$ cat config.mk
export PLATFORM = sky130hd
export DESIGN_NAME = color_key_blob_centroid_top
export DESIGN_NICKNAME = d
export VERILOG_FILES = /design/src/design/ckbc_pkg.sv /design/src/design/ckbc_front.sv /design/src/design/ckbc_fifo.sv /design/src/design/ckbc_back.sv /design/src/design/color_key_blob_centroid_top.sv
export SDC_FILE = /design/constraint.sdc
export NUM_CORES = 1
export LEC_CHECK = 0
export ABC_CLOCK_PERIOD_IN_PS = 11700
export BUFFER_PORTS_ARGS = -buffer_cell sky130_fd_sc_hd__buf_2
export CORE_MARGIN = 5
export CORE_UTILIZATION = 43
export DETAILED_ROUTE_END_ITERATION = 7
export SETUP_SLACK_MARGIN = 0.1
export SLEW_MARGIN = 20
export SYNTH_ARGS = -nofsm -noshare
export SYNTH_HDL_FRONTEND = slang
export SYNTH_SLANG_ARGS = --single-unit
$ cat constraint.sdc
create_clock -name clk -period 11.7 [get_ports clk]
set_input_delay 0.585 -clock clk [delete_from_list [all_inputs] [get_ports clk]]
set_output_delay 0.585 -clock clk [all_outputs]
set_load 0.005 [all_outputs]
$ cat src/design/ckbc_pkg.sv
// Shared constants, field widths and width helpers for the color-key blob centroid block.
package ckbc_pkg;

    localparam int CHAN_W      = 8;
    localparam int COORD_W     = 10;
    localparam int COUNT_W     = 21;
    localparam int MAX_DIM_DEF = 1024;
    localparam int QUEUE_DEPTH = 2;

    localparam logic [CHAN_W-1:0] CHAN_FULL = 8'hFF;
    localparam logic [CHAN_W-1:0] CHAN_ZERO = 8'h00;

    // input word layout
    localparam int IN_BLUE_LSB  = 0;
    localparam int IN_GREEN_LSB = IN_BLUE_LSB + CHAN_W;
    localparam int IN_RED_LSB   = IN_GREEN_LSB + CHAN_W;
    localparam int IN_ROW_LSB   = IN_RED_LSB + CHAN_W;
    localparam int IN_COL_LSB   = IN_ROW_LSB + COORD_W;
    localparam int IN_TDATA_W   = 48;

    // output word layout
    localparam int OUT_FIELDS_W = 2 * (2 * COORD_W + COUNT_W + 1);
    localparam int OUT_TDATA_W  = 88;
    localparam int OUT_PAD_W    = OUT_TDATA_W - OUT_FIELDS_W;

    function automatic int cnt_width(input int max_dim);
        return $clog2(max_dim * max_dim + 1);
    endfunction

    function automatic int sum_width(input int max_dim);
        return cnt_width(max_dim) + COORD_W;
    endfunction

    // one frame record: green row sum, col sum, count, then the same for red
    function automatic int snap_width(input int max_dim);
        return 2 * (2 * sum_width(max_dim) + cnt_width(max_dim));
    endfunction

endpackage

$ cat src/design/ckbc_front.sv
// Pixel front end: color classification and per-frame blob accumulation.
module ckbc_front #(
    parameter int MAX_DIM = ckbc_pkg::MAX_DIM_DEF
) (
    input  logic                                   clk,
    input  logic                                   rst_n,
    input  logic                                   s_tvalid,
    output logic                                   s_tready,
    input  logic [ckbc_pkg::IN_TDATA_W-1:0]        s_tdata,
    input  logic                                   s_tlast,
    output logic                                   snap_valid,
    input  logic                                   snap_ready,
    output logic [ckbc_pkg::snap_width(MAX_DIM)-1:0] snap_data
);
    import ckbc_pkg::*;

    localparam int CNT_W = cnt_width(MAX_DIM);
    localparam int SUM_W = sum_width(MAX_DIM);
    localparam logic [CNT_W-1:0] CAP = CNT_W'(MAX_DIM * MAX_DIM);

    logic [SUM_W-1:0] g_rs_reg, g_cs_reg, r_rs_reg, r_cs_reg;
    logic [CNT_W-1:0] g_tot_reg, r_tot_reg;
    logic [SUM_W-1:0] g_rs_next, g_cs_next, r_rs_next, r_cs_next;
    logic [CNT_W-1:0] g_tot_next, r_tot_next;

    logic [CHAN_W-1:0]  blue, green, red;
    logic [COORD_W-1:0] row, col;
    logic               fire, in_frame, is_green, is_red;

    assign blue  = s_tdata[IN_BLUE_LSB +: CHAN_W];
    assign green = s_tdata[IN_GREEN_LSB +: CHAN_W];
    assign red   = s_tdata[IN_RED_LSB +: CHAN_W];
    assign row   = s_tdata[IN_ROW_LSB +: COORD_W];
    assign col   = s_tdata[IN_COL_LSB +: COORD_W];

    assign s_tready = snap_ready;
    assign fire     = s_tvalid && s_tready;

    assign in_frame = (32'(row) < MAX_DIM) && (32'(col) < MAX_DIM);
    assign is_green = in_frame && blue == CHAN_ZERO && green == CHAN_FULL && red == CHAN_ZERO;
    assign is_red   = in_frame && blue == CHAN_ZERO && green == CHAN_ZERO && red == CHAN_FULL;

    always_comb
    begin
        g_rs_next  = g_rs_reg;
        g_cs_next  = g_cs_reg;
        g_tot_next = g_tot_reg;
        r_rs_next  = r_rs_reg;
        r_cs_next  = r_cs_reg;
        r_tot_next = r_tot_reg;
        if (is_green && g_tot_reg < CAP)
        begin
            g_rs_next  = g_rs_reg + SUM_W'(row);
            g_cs_next  = g_cs_reg + SUM_W'(col);
            g_tot_next = g_tot_reg + CNT_W'(1);
        end
        if (is_red && r_tot_reg < CAP)
        begin
            r_rs_next  = r_rs_reg + SUM_W'(row);
            r_cs_next  = r_cs_reg + SUM_W'(col);
            r_tot_next = r_tot_reg + CNT_W'(1);
        end
    end

    assign snap_valid = fire && s_tlast;
    assign snap_data  = {r_tot_next, r_cs_next, r_rs_next, g_tot_next, g_cs_next, g_rs_next};

    always_ff @(posedge clk or negedge rst_n)
    begin
        if (!rst_n)
        begin
            g_rs_reg  <= '0;
            g_cs_reg  <= '0;
            g_tot_reg <= '0;
            r_rs_reg  <= '0;
            r_cs_reg  <= '0;
            r_tot_reg <= '0;
        end
        else if (fire)
        begin
            if (s_tlast)
            begin
                g_rs_reg  <= '0;
                g_cs_reg  <= '0;
                g_tot_reg <= '0;
                r_rs_reg  <= '0;
                r_cs_reg  <= '0;
                r_tot_reg <= '0;
            end
            else
            begin
                g_rs_reg  <= g_rs_next;
                g_cs_reg  <= g_cs_next;
                g_tot_reg <= g_tot_next;
                r_rs_reg  <= r_rs_next;
                r_cs_reg  <= r_cs_next;
                r_tot_reg <= r_tot_next;
            end
        end
    end

    a_clear_after_frame: assert property (@(posedge clk) disable iff (!rst_n)
        (fire && s_tlast) |=> (g_tot_reg == '0 && r_tot_reg == '0))
        else $error("accumulators not cleared after frame end");

    a_count_capped: assert property (@(posedge clk) disable iff (!rst_n)
        (g_tot_reg <= CAP && r_tot_reg <= CAP))
        else $error("blob count above cap");

    a_snap_has_room: assert property (@(posedge clk) disable iff (!rst_n)
        snap_valid |-> snap_ready)
        else $error("frame record pushed into full queue");

endmodule

$ cat src/design/ckbc_fifo.sv
// Short register queue carrying frame records from the front end to the divider.
module ckbc_fifo #(
    parameter int WIDTH = 8,
    parameter int DEPTH = ckbc_pkg::QUEUE_DEPTH
) (
    input  logic             clk,
    input  logic             rst_n,
    input  logic             in_valid,
    output logic             in_ready,
    input  logic [WIDTH-1:0] in_data,
    output logic             out_valid,
    input  logic             out_ready,
    output logic [WIDTH-1:0] out_data
);
    localparam int PTR_W = (DEPTH > 1) ? $clog2(DEPTH) : 1;
    localparam int CNT_W = $clog2(DEPTH + 1);

    logic [WIDTH-1:0] mem_reg [DEPTH];
    logic [PTR_W-1:0] wr_ptr_reg, rd_ptr_reg;
    logic [CNT_W-1:0] count_reg;
    logic             push, pop;

    assign in_ready  = count_reg != CNT_W'(DEPTH);
    assign out_valid = count_reg != '0;
    assign out_data  = mem_reg[rd_ptr_reg];
    assign push      = in_valid && in_ready;
    assign pop       = out_valid && out_ready;

    always_ff @(posedge clk)
    begin
        if (push)
        begin
            mem_reg[wr_ptr_reg] <= in_data;
        end
    end

    always_ff @(posedge clk or negedge rst_n)
    begin
        if (!rst_n)
        begin
            wr_ptr_reg <= '0;
            rd_ptr_reg <= '0;
            count_reg  <= '0;
        end
        else
        begin
            if (push)
            begin
                wr_ptr_reg <= (wr_ptr_reg == PTR_W'(DEPTH - 1)) ? '0 : wr_ptr_reg + PTR_W'(1);
            end
            if (pop)
            begin
                rd_ptr_reg <= (rd_ptr_reg == PTR_W'(DEPTH - 1)) ? '0 : rd_ptr_reg + PTR_W'(1);
            end
            if (push && !pop)
            begin
                count_reg <= count_reg + CNT_W'(1);
            end
            else if (pop && !push)
            begin
                count_reg <= count_reg - CNT_W'(1);
            end
        end
    end

endmodule

$ cat src/design/ckbc_back.sv
// Back end: four-lane restoring divider for the centroids and the result register.
module ckbc_back #(
    parameter int MAX_DIM = ckbc_pkg::MAX_DIM_DEF
) (
    input  logic                                     clk,
    input  logic                                     rst_n,
    input  logic                                     q_valid,
    output logic                                     q_ready,
    input  logic [ckbc_pkg::snap_width(MAX_DIM)-1:0] q_data,
    output logic                                     m_tvalid,
    input  logic                                     m_tready,
    output logic [ckbc_pkg::OUT_TDATA_W-1:0]         m_tdata
);
    import ckbc_pkg::*;

    localparam int CNT_W  = cnt_width(MAX_DIM);
    localparam int SUM_W  = sum_width(MAX_DIM);
    localparam int LANES  = 4;
    localparam int STEP_W = $clog2(COORD_W);

    localparam int G_RS  = 0;
    localparam int G_CS  = G_RS + SUM_W;
    localparam int G_TOT = G_CS + SUM_W;
    localparam int R_RS  = G_TOT + CNT_W;
    localparam int R_CS  = R_RS + SUM_W;
    localparam int R_TOT = R_CS + SUM_W;

    localparam int LANE_GR = 0;
    localparam int LANE_GC = 1;
    localparam int LANE_RR = 2;
    localparam int LANE_RC = 3;

    typedef enum logic [2:0] {
        S_IDLE = 3'b001,
        S_DIV  = 3'b010,
        S_DONE = 3'b100
    } state_t;

    state_t state_reg;
    logic [STEP_W-1:0]  step_reg;
    logic [SUM_W-1:0]   rem_reg [LANES];
    logic [SUM_W-1:0]   div_reg [LANES];
    logic [COORD_W-1:0] quo_reg [LANES];
    logic [CNT_W-1:0]   g_tot_reg, r_tot_reg;

    logic [SUM_W-1:0] diff [LANES];
    logic [LANES-1:0] ge;

    logic               m_tvalid_reg;
    logic [COORD_W-1:0] g_row_reg, g_col_reg, r_row_reg, r_col_reg;
    logic [COUNT_W-1:0] g_count_reg, r_count_reg;
    logic               g_found_reg, r_found_reg;

    logic g_found, r_found, load_out;

    always_comb
    begin
        for (int l = 0; l < LANES; l++)
        begin
            ge[l]   = rem_reg[l] >= div_reg[l];
            diff[l] = rem_reg[l] - div_reg[l];
        end
    end

    assign q_ready  = state_reg == S_IDLE;
    assign g_found  = g_tot_reg != '0;
    assign r_found  = r_tot_reg != '0;
    assign load_out = state_reg == S_DONE && (!m_tvalid_reg || m_tready);

    always_ff @(posedge clk or negedge rst_n)
    begin
        if (!rst_n)
        begin
            state_reg    <= S_IDLE;
            step_reg     <= '0;
            m_tvalid_reg <= 1'b0;
        end
        else
        begin
            unique case (state_reg)
                S_IDLE:
                begin
                    if (q_valid)
                    begin
                        step_reg  <= '0;
                        state_reg <= S_DIV;
                    end
                end
                S_DIV:
                begin
                    step_reg <= step_reg + STEP_W'(1);
                    if (step_reg == STEP_W'(COORD_W - 1))
                    begin
                        state_reg <= S_DONE;
                    end
                end
                S_DONE:
                begin
                    if (load_out)
                    begin
                        state_reg <= S_IDLE;
                    end
                end
                default:
                begin
                    state_reg <= S_IDLE;
                end
            endcase

            if (load_out)
            begin
                m_tvalid_reg <= 1'b1;
            end
            else if (m_tready)
            begin
                m_tvalid_reg <= 1'b0;
            end
        end
    end

    always_ff @(posedge clk)
    begin
        if (state_reg == S_IDLE && q_valid)
        begin
            g_tot_reg         <= q_data[G_TOT +: CNT_W];
            r_tot_reg         <= q_data[R_TOT +: CNT_W];
            rem_reg[LANE_GR]  <= q_data[G_RS +: SUM_W];
            rem_reg[LANE_GC]  <= q_data[G_CS +: SUM_W];
            rem_reg[LANE_RR]  <= q_data[R_RS +: SUM_W];
            rem_reg[LANE_RC]  <= q_data[R_CS +: SUM_W];
            div_reg[LANE_GR]  <= SUM_W'({q_data[G_TOT +: CNT_W], {(COORD_W - 1){1'b0}}});
            div_reg[LANE_GC]  <= SUM_W'({q_data[G_TOT +: CNT_W], {(COORD_W - 1){1'b0}}});
            div_reg[LANE_RR]  <= SUM_W'({q_data[R_TOT +: CNT_W], {(COORD_W - 1){1'b0}}});
            div_reg[LANE_RC]  <= SUM_W'({q_data[R_TOT +: CNT_W], {(COORD_W - 1){1'b0}}});
        end
        else if (state_reg == S_DIV)
        begin
            for (int l = 0; l < LANES; l++)
            begin
                if (ge[l])
                begin
                    rem_reg[l] <= diff[l];
                end
                div_reg[l] <= div_reg[l] >> 1;
                quo_reg[l] <= {quo_reg[l][COORD_W-2:0], ge[l]};
            end
        end

        if (load_out)
        begin
            g_row_reg   <= g_found ? quo_reg[LANE_GR] : '0;
            g_col_reg   <= g_found ? quo_reg[LANE_GC] : '0;
            g_count_reg <= COUNT_W'(g_tot_reg);
            g_found_reg <= g_found;
            r_row_reg   <= r_found ? quo_reg[LANE_RR] : '0;
            r_col_reg   <= r_found ? quo_reg[LANE_RC] : '0;
            r_count_reg <= COUNT_W'(r_tot_reg);
            r_found_reg <= r_found;
        end
    end

    assign m_tvalid = m_tvalid_reg;
    assign m_tdata  = {{OUT_PAD_W{1'b0}},
                       r_found_reg, r_count_reg, r_col_reg, r_row_reg,
                       g_found_reg, g_count_reg, g_col_reg, g_row_reg};

    a_empty_blob_zero: assert property (@(posedge clk) disable iff (!rst_n)
        (m_tvalid_reg && (!g_found_reg || !r_found_reg)) |->
        ((g_found_reg || (g_row_reg == '0 && g_col_reg == '0)) &&
         (r_found_reg || (r_row_reg == '0 && r_col_reg == '0))))
        else $error("empty blob with nonzero centroid");

    a_div_finishes: assert property (@(posedge clk) disable iff (!rst_n)
        (state_reg == S_DIV && step_reg == STEP_W'(COORD_W - 1)) |=> state_reg == S_DONE)
        else $error("divider did not finish on the last step");

    a_result_shown: assert property (@(posedge clk) disable iff (!rst_n)
        load_out |=> m_tvalid_reg)
        else $error("finished result not presented");

endmodule

$ cat src/design/color_key_blob_centroid_top.sv
// Top level of the color-key blob centroid block: front end, frame queue and divider.
//
//  port group   dir   tdata fields (lsb up)                                  tlast
//  s_*          in    blue, green, red, row, col, pad to 48 bits             frame_end
//  m_*          out   green_row, green_col, green_count, green_found,        -
//                     red_row, red_col, red_count, red_found, pad to 88 bits
//
// Pixels are taken one per cycle while the frame queue has room; the frame-end pixel is folded in
// before its record is queued. With the divider idle, the record is loaded, runs COORD_W restoring
// steps shared by the four lanes and is registered as the output word. The divider takes a new
// record only once its result word is loaded; s_tready drops while the two-entry queue is full.
// A low m_tready holds the result word, then the divider, then fills the queue.
// rst_n clears the accumulators, the queue and the output valid asynchronously.
module color_key_blob_centroid_top #(
    parameter int MAX_DIM = ckbc_pkg::MAX_DIM_DEF
) (
    input  logic                             clk,
    input  logic                             rst_n,
    input  logic                             s_tvalid,
    output logic                             s_tready,
    input  logic [ckbc_pkg::IN_TDATA_W-1:0]  s_tdata,  // blue, green, red, row, col
    input  logic                             s_tlast,
    output logic                             m_tvalid,
    input  logic                             m_tready,
    output logic [ckbc_pkg::OUT_TDATA_W-1:0] m_tdata   // green row/col/count/found, red same
);
    import ckbc_pkg::*;

    localparam int SNAP_W = snap_width(MAX_DIM);

    logic              snap_valid, snap_ready;
    logic [SNAP_W-1:0] snap_data;
    logic              q_valid, q_ready;
    logic [SNAP_W-1:0] q_data;

    ckbc_front #(
        .MAX_DIM (MAX_DIM)
    ) u_front (
        .clk        (clk),
        .rst_n      (rst_n),
        .s_tvalid   (s_tvalid),
        .s_tready   (s_tready),
        .s_tdata    (s_tdata),
        .s_tlast    (s_tlast),
        .snap_valid (snap_valid),
        .snap_ready (snap_ready),
        .snap_data  (snap_data)
    );

    ckbc_fifo #(
        .WIDTH (SNAP_W),
        .DEPTH (QUEUE_DEPTH)
    ) u_fifo (
        .clk       (clk),
        .rst_n     (rst_n),
        .in_valid  (snap_valid),
        .in_ready  (snap_ready),
        .in_data   (snap_data),
        .out_valid (q_valid),
        .out_ready (q_ready),
        .out_data  (q_data)
    );

    ckbc_back #(
        .MAX_DIM (MAX_DIM)
    ) u_back (
        .clk      (clk),
        .rst_n    (rst_n),
        .q_valid  (q_valid),
        .q_ready  (q_ready),
        .q_data   (q_data),
        .m_tvalid (m_tvalid),
        .m_tready (m_tready),
        .m_tdata  (m_tdata)
    );

endmodule
==> results.md <==
* Initial antenna violation count at 6
* Leak at 19.06 nW
* Most used DFF post-synth: edfxtp_1
* First-pass GRT wire length at 163500 microns
* Final hold violation count at 0
* Slew HR at 0.2698
* Avg WL per Cell at 19.49 microns
* Commonest non-fill, non-tap cells in the layout: edfxtp_1 (710), nand2_1 (319), a21oi_1 (273)
* Reg2reg end: u_back.rem_reg[0][14]
* Hold Crit Class: in -> reg
* Port buffer count at 134
* WP data arrival at 4.43 ns
* Max Slew Vio Count at 0
* Synth Area per Inst at 11.60 sq um
* Peak VDD IR at 173.8 uV
* Reg2reg start: u_back.div_reg[0][11]
* Pre-CTS setup slack at 7.472 ns
* Setup violators final at 0
* Unrepaired setup endpoints after global routing: false
* WL final at 105200 microns
* Total GRT Usage at 0.1842
* Fraction of the yosys area taken by sequential cells at 0.5775
* CTS tree: built
* Met2 track demand over resource at 0.2820
* Worst Setup End Kind: flip-flop
* Critical path type: reg -> reg
* Result of the run: finished clean
* Area leader, netlist: edfxtp_1
* Antenna viol nets, final at 0
* Clock transition at path regs at 0.06 ns
* Critical path launch point type: flip-flop
* Routability cong. at 0.8781
* Max reg flops at 332
* Max Cap Viol at 0
* Fill cells at 9270
* Grt met1 use at 0.2738
* Main area contributors after synthesis: edfxtp_1 (48%), dfrtp_1 (9.9%), ha_1 (4.6%)
* Worst reg2reg path depth at 11
* Hold Crit Endpoint: u_back.m_tvalid
* Placed Instances at 5216
* Flops & latches, synth at 890
* Fin cells at 5396
* Longest Clk Path Bufs at 3
* Num rows at 118
* Die Wd at 332.4 microns
* Hpwl dp at 71490 microns
* Total negative slack at 0 ns
* Top Usage Layer GRT: met2
* DRC Markers at 0
* Share of cells above drive strength 1 at 0.1094
* Layout area overhead at 11.34%
* CP Max Fanout at 64
* Hold slack at 0.2972 ns
* Via Count at 29.92k
* Vias in the first global route at 28.35k
* Pwr Density at 274.8 nW/um^2
* Ys async rst share at 0.2000
* Tightest Pin Transition at 1.095 ns
* H-Tree Level Count at 3
* Clock latency on the worst-skew pair at 0.66 ns
* NumNets Final at 4159
* Minimum clock period at 4.158 ns
* YS warnings at 0
* Post-Syn Instances at 3854
* Vias/cell at 5.544
* Post-CTS Resized at 0
* Number of synthesized flops with an enable pin at 710
* Hold Path Cell Cnt at 3
* Pre-antenna DRT Iters at 5
* Root buf cell: clkbuf_16
* Synth top area share at 0.4769
* Layout Skew at 0.02784 ns
* Final worst slack at 7.542 ns
* Grt ovf at 0
* Commonest non-fill, non-tap cell in the layout: edfxtp_1
* FMAX at 0.2405 GHz
* Die height at 332.4 microns
* Crit share post-route at 0.3554
* CP required at 11.97 ns
* Reg2Reg Setup Slack at 7.54 ns
* Die area at 110500 sq um
* Cell variety after synth at 87
* Critical Path Source: u_back.div_reg[0][11]
* Synthesized area at 44700 sq um
* I/O Pins at 143
* Hold Path Origin: m_tready
* Cts bufs inserted at 94
* DRC marker count from the first detailed-route iteration at 2539
* Largest net degree at the start of global routing at 80
* Initial Utilization at 0.4325
* Core area at 103300 sq um
* Clk sinks at 890
* M3 GR Usage at 0.03400
repair_timing:
item,CTS,global route
hold buffers,1,0
buffers inserted,0,0
endpoints found under the hold margin,55,0
worst max-delay path by stage:
| stage | to | slack, ns |
|---|---|---|
| floorplan | u_fifo.mem_reg[0][0] | 2.79 |
| global placement | u_back.rem_reg[0][0] | 7.50 |
| detailed placement | u_back.rem_reg[0][3] | 7.47 |
| CTS | u_back.rem_reg[0][7] | 7.44 |
| global route | u_back.rem_reg[3][23] | 7.24 |
| finish | u_back.rem_reg[0][14] | 7.54 |
Yosys cell counts (11+ instances only):
cell / count
a211oi_1: 24
buf_2: 16
clkbuf_1: 141
nand2_1: 326
and4_1: 16
o21bai_1: 24
mux2i_1: 110
mux2_2: 51
edfxtp_1: 710
and3_1: 51
nor3_1: 31
inv_1: 185
nor2b_1: 81
nor2_1: 243
a31oi_1: 43
a21oi_1: 274
a22o_1: 62
o21a_1: 25
nand4_1: 43
a21o_1: 69
ha_1: 165
o22ai_1: 27
buf_1: 15
a211oi_2: 24
nand2b_1: 23
o41ai_1: 13
and2_1: 30
o21ai_0: 250
o211ai_1: 18
nor4_1: 27
o21ai_1: 11
buf_4: 11
dfrtp_1: 177
nand3_1: 79
xnor2_1: 166
o31ai_1: 68
or3_1: 12
xor2_1: 90
routing by layer:
metal  wire length [microns]  vias to the layer above
met2                   46020                      775
li1                        -                    14440
met1                   50820                    14560
met4                    2021                        6
met3                    6259                      134
met5                      41                        -
where the power goes:
part	leakage [nW]	internal [mW]	total, mW	switching (mW)
combinational	8.61	2.17	5.90	3.73
sequential	8.93	4.53	4.81	0.282
clock	1.51	1.73	2.97	1.25
total	19.1	8.42	13.7	5.26
critical path, stage by stage (launching register included):
cell and delay [ns]:
edfxtp_1 0.38, inv_1 0.12, ha_1 0.37, nand3_1 0.15, nor4_1 0.91, a311oi_1 0.30, nand3b_1 0.24, a311o_1 0.24
nand3_2 0.09, buf_4 0.33, nand2_1 0.15, buf_4 0.43
cell type report:
cell class | instances | area [sq um] | share of cell area
clock inverters | 61 | 530.5 | 0.01066
flip-flops and latches | 890 | 25820 | 0.5188
multi-input cells | 2591 | 17470 | 0.3510
diodes | 2 | 5.005 | 0.0001006
clock buffers | 116 | 2549 | 0.05121
well taps | 1380 | 1727 | 0.03469
inverters | 185 | 695.7 | 0.01398
repair buffers | 171 | 974.7 | 0.01958
per-stage QoR:
step,instance area (sq um),power (mW),utilization
floorplan,44710,9.277,-
global placement,46670,10.66,0.4516
detailed placement,46670,10.70,0.4516
CTS,49760,13.74,0.4814
global route,49770,14.62,0.4815
finish,49770,13.68,0.4816
cells by family after synthesis:
| family | Yosys count | synth area share |
|---|---|---|
| adder cells (fa/ha/maj) | 173 | 0.04976 |
| flip-flops | 890 | 0.5775 |
| buffers and inverters | 376 | 0.03415 |
| AO/OA/AOI/OAI | 1007 | 0.1451 |
| multiplexers | 161 | 0.03748 |
| XOR/XNOR | 256 | 0.05016 |
| AND/OR/NAND/NOR | 990 | 0.1058 |
| other | 1 | 0.00008389 |
No activity file was read; power rests on OpenSTA's default activity.
